### src/rtl/core/tbsb_ram.sv
// Generic single write port, single read port RAM with registered read data.
module tbsb_ram #(
  parameter int WIDTH = 8,
  parameter int DEPTH = 256
) (
  input  logic                     clk,
  input  logic                     we,
  input  logic [$clog2(DEPTH)-1:0] waddr,
  input  logic [WIDTH-1:0]         wdata,
  input  logic [$clog2(DEPTH)-1:0] raddr,
  output logic [WIDTH-1:0]         rdata
);

  logic [WIDTH-1:0] mem [DEPTH];

  always_ff @(posedge clk) begin
    if (we) begin
      mem[waddr] <= wdata;
    end
    rdata <= mem[raddr];
  end

endmodule

### config.mk
export PLATFORM = sky130hd
export DESIGN_NAME = tbsb_ram
export DESIGN_NICKNAME = d
export VERILOG_FILES = /design/src/rtl/core/tbsb_ram.sv
export SDC_FILE = /design/constraint.sdc
export NUM_CORES = 2
export LEC_CHECK = 0
export BUFFER_PORTS_ARGS = -buffer_cell sky130_fd_sc_hd__clkbuf_2
export CORE_MARGIN = 2
export CORE_UTILIZATION = 57
export CTS_CLUSTER_SIZE = 14
export DETAILED_ROUTE_END_ITERATION = 12
export PLACE_DENSITY = 0.76
export SYNTH_ARGS = -nofsm -noshare
export SYNTH_HDL_FRONTEND = slang
export SYNTH_SLANG_ARGS = --single-unit
### constraint.sdc
create_clock -name clk -period 2.3 [get_ports clk]
set_input_delay 0.23 -clock clk [delete_from_list [all_inputs] [get_ports clk]]
set_output_delay 0.23 -clock clk [all_outputs]
set_load 0.03 [all_outputs]
# Word level (Yosys, flattened, before mapping)
# Memory sizes are Yosys's and may differ from the RTL's. A register that Yosys moved wholly into a read port is not among the register bits.
# Index checks and enable logic that the tools add are counted.
classes:
  n_mux: 2
op_table:
  columns: ["operator", "count"]
  rows:
  - ["$mux W1", 2]
totals:
  output_inout_bits: 8
  in_bits: 26
  memories: 1
  reg_bits: 0
  elab_cells: 3
  mem_bits_rw: 2048
memory_table:
  columns: ["name", "depth", "width", "rd", "rd_clocked_by_memory_dff", "wr", "line_no", "source"]
  rows:
  - ["mem", 256, 8, 1, 1, 1, "14", "logic [WIDTH-1:0] mem [DEPTH];"]

# Longest topological paths before layout
depth:
  depth_word: 2
  ltp_mapped: 11
  ltp_nobuf: 6

# Worst setup path after synthesis
# No wires, ideal clock.
synth_path:
  path_kind: "input to register"
  start: "in raddr[0]"
  end: "reg rdata[2] (read register of mem)"
  path_buffers: 4
  stages: 9
  required_ns: 2.169
  path_slack_ns: 0.132
  t_arrival_ns: 2.037
  setup_time_ns: 0.131
  cell_sequence: "buf_6 buf_12 buf_8 buf_2 mux4_2 a22oi_1 a21oi_1 nor4_1 nor4_2"
synth_rtl:
  columns: ["item", "line_no", "source"]
  rows:
  - ["start, declared", "10", "input logic [$clog2(DEPTH)-1:0] raddr,"]
  - ["end, declared", "11", "output logic [WIDTH-1:0] rdata"]

==> run metrics <==
Hold Startpoint=waddr[6]; Fmax=428 MHz; Max Slew Vio Count=0; commonest non-fill, non-tap cell in the layout=edfxtp_1; clock tree buffer depth=3; count of final setup violators=1; P per Cell Area=816 nW/um2; Post-DP HPWL=around 130000 um; Seq/Total Area, Yosys=0.775; CP Data Arrival Time=roughly 3.1 ns; failing checks=setup timing; Synth Net Count=3759; Die Footprint=around 140000 um2; total negative slack=-0.0367 ns; Post-Syn Instances=roughly 3700; core footprint=139000 um2; Setup WS post-layout=-0.0367 ns; WL final=between 200000 and 250000 um; Routability Congestion=approximately 0.87; grt ovf=0; Final Hold Vio Count=0; cells on worst reg2reg path=7; r2r startpoint=mem[27][5]; worst setup path class=reg2reg; Hold EP=mem[239][5]; antenna viol nets, final=0; Worst Tran Pin Value=about 0.9 ns; port bufs=33; sequential power share=0.544; Startpoint Class=flip-flop; clock network power share=0.397; row cnt=roughly 140; NetSw=about 16 mW; Post-DP Area=between 80000 and 90000 um2; first-pass GRT wire length=~290000 um; root buf cell=clkbuf_16; Synth Register Bits=2056; Net Sw Frac=0.214; Post-Layout Cell Count=approximately 6500; mapped cell area=a little under 80000 um2; H-Tree Depth=4; Tmin final=2.34 ns; Die Wd=between 300 and 400 um; Max Clock Skew=approximately 0.033 ns; WP data required=3.02 ns; Pleak=roughly 30 nW; status=finished, violations left; Initial Util=0.572; finished layout cell area=~93000 um2; unique cell type count in the Yosys netlist=55; R2R Setup Slk=-0.04 ns; most frequent cells in the layout=2048 x edfxtp_1, 602 x buf_4, 454 x mux4_2; TritonCTS clock tree=built; Mean Syn Cell Area=between 20 and 25 um2; clock slew at reported path FFs=0.06 ns; number of max-cap violations=0; Hold Crit Class=in2reg; Post-synth top flop=edfxtp_1; critical path peak fanout=1; n_diodes=0; # IOs=34; routed vias/inst=about 6.6; Sink Count=around 2000; Yosys Warn Count=0; Inst Count DP=approximately 6100; Final nets=4444; largest net degree at the start of global routing=between 80 and 90; Area Growth Syn to Fin=17.2%; detailed-route via count=between 40000 and 50000; GRT Total Usage=0.290; internal power=between 50 and 60 mW; RSZ-0062 raised after global routing=yes; DIE HEIGHT=roughly 380 um; Post-synth EDFFs=about 2000; total power=between 70 and 80 mW; layout cells sized above 1=0.326; Post-route DRC=0; initial DRC count=6654; R2R Path End=rdata[5]; number of global-route vias before repair=between 40000 and 50000; period utilisation layout=1.02; Peak VDD IR=~0.00086 V; initial antenna violation count=11; drt wl/cell=roughly 31 um; DRT Pass-1 Iters=6; max_slew headroom=0.399; worst-skew pair later-pin latency=between 0.8 and 0.9 ns; total CTS buffers=192; asr flop ratio synth=0; Logic pwr share=0.059; Hold Path Stages=3; Worst setup EP type=flip-flop
[kinds of logic after synthesis]
logic type      share of synthesized area
compound gates                     0.0342
buf+inv                            0.0183
mux                                 0.146
flops                               0.775
simple gates                       0.0263
[power groups by stage]
stage          clock [mW]  sequential (mW)  combinational [mW]
2_1_floorplan           0             42.2                2.01
3_3_place_gp            0             42.2                4.18
3_5_place_dp            0             42.2                4.27
4_1_cts              30.4             41.4                4.40
5_1_grt              31.7             41.4                4.67
6_report             30.2             41.4                4.49
[synthesized netlist by cell type, types with 10 or more instances]
master | instances | share of area
buf_1 | 22 | 0.0010
a21oi_1 | 96 | 0.0060
buf_2 | 31 | 0.0020
o221ai_1 | 46 | 0.0051
nand3_1 | 34 | 0.0021
a22oi_1 | 133 | 0.013
buf_8 | 13 | 0.0025
mux2i_1 | 134 | 0.017
o21ai_0 | 10 | 0.00063
nand4_1 | 10 | 0.00079
nor4_1 | 24 | 0.0019
nor2b_1 | 31 | 0.0024
mux4_2 | 454 | 0.13
edfxtp_1 | 2048 | 0.77
buf_4 | 27 | 0.0025
o22ai_1 | 28 | 0.0022
nor2_1 | 282 | 0.013
a211oi_1 | 16 | 0.0015
nor3_1 | 22 | 0.0014
buf_6 | 21 | 0.0030
o211ai_1 | 10 | 0.00094
clkbuf_1 | 111 | 0.0052
nand2_1 | 33 | 0.0016
a221oi_1 | 13 | 0.0014
[sequential cells by signal (all words and copies together), names as in the netlist]
signal  flops
rdata       8
mem      2048
[worst max-delay path, cell delays in order (launching register included)]
cell	delay (ns)
edfxtp_1	0.39
mux4_2	0.49
a22o_1	0.26
a221oi_2	0.28
o221ai_4	0.21
a211oi_4	0.37
buf_4	0.19
nor4_2	0.03
[per-stage QoR]
| step | hold slack, ns | utilization | setup slack [ns] |
|---|---|---|---|
| finish | 0.111 | 0.671 | -0.0367 |
| global route | 0.110 | 0.671 | -0.0449 |
| CTS | 0.0447 | 0.670 | -0.0229 |
| detailed placement | 0.735 | 0.625 | -0.847 |
| global placement | 0.721 | 0.625 | -0.863 |
| floorplan | 0.329 | - | 0.132 |
[worst max path at each step]
stage,cells past startpoint,slack [ns],start,to
2_1_floorplan,9,0.13,raddr[0],rdata[2]
3_3_place_gp,10,-0.86,raddr[0],rdata[6]
3_5_place_dp,11,-0.85,raddr[3],rdata[5]
4_1_cts,8,-0.02,mem[211][3],rdata[3]
5_1_grt,7,-0.04,mem[27][5],rdata[5]
6_report,7,-0.04,mem[27][5],rdata[5]
[per-layer routing]
metal  wire length [um]  vias to the layer above  share of wire  global-route usage
li1                   -                    17100              -                   -
met1              72400                    21800           0.36               0.405
met2              96900                     3093           0.48               0.448
met3              24900                      474           0.12              0.0646
met4               8700                       14          0.043               0.122
met5                 95                        -        0.00047                   0
[layout make-up]
type	count	area (um2)
repair buffers	724	6480
well taps	1876	2350
clock buffers	245	5140
inverters	2	7.51
clock inverters	105	782
flip-flops and latches	2056	61700
fillers	8264	45700
multi-input cells	1442	16900
[what timing repair did]
action / in CTS / in global routing
hold endpoints to repair: 307 / 0
gates resized for setup: 34 / 26
gates cloned: 0 / 0
setup buffers: 0 / 0
pin swaps: 7 / 15
setup endpoints to repair: 8 / 7
hold buffers: 8 / 0
No activity file was read; power rests on OpenSTA's default activity.
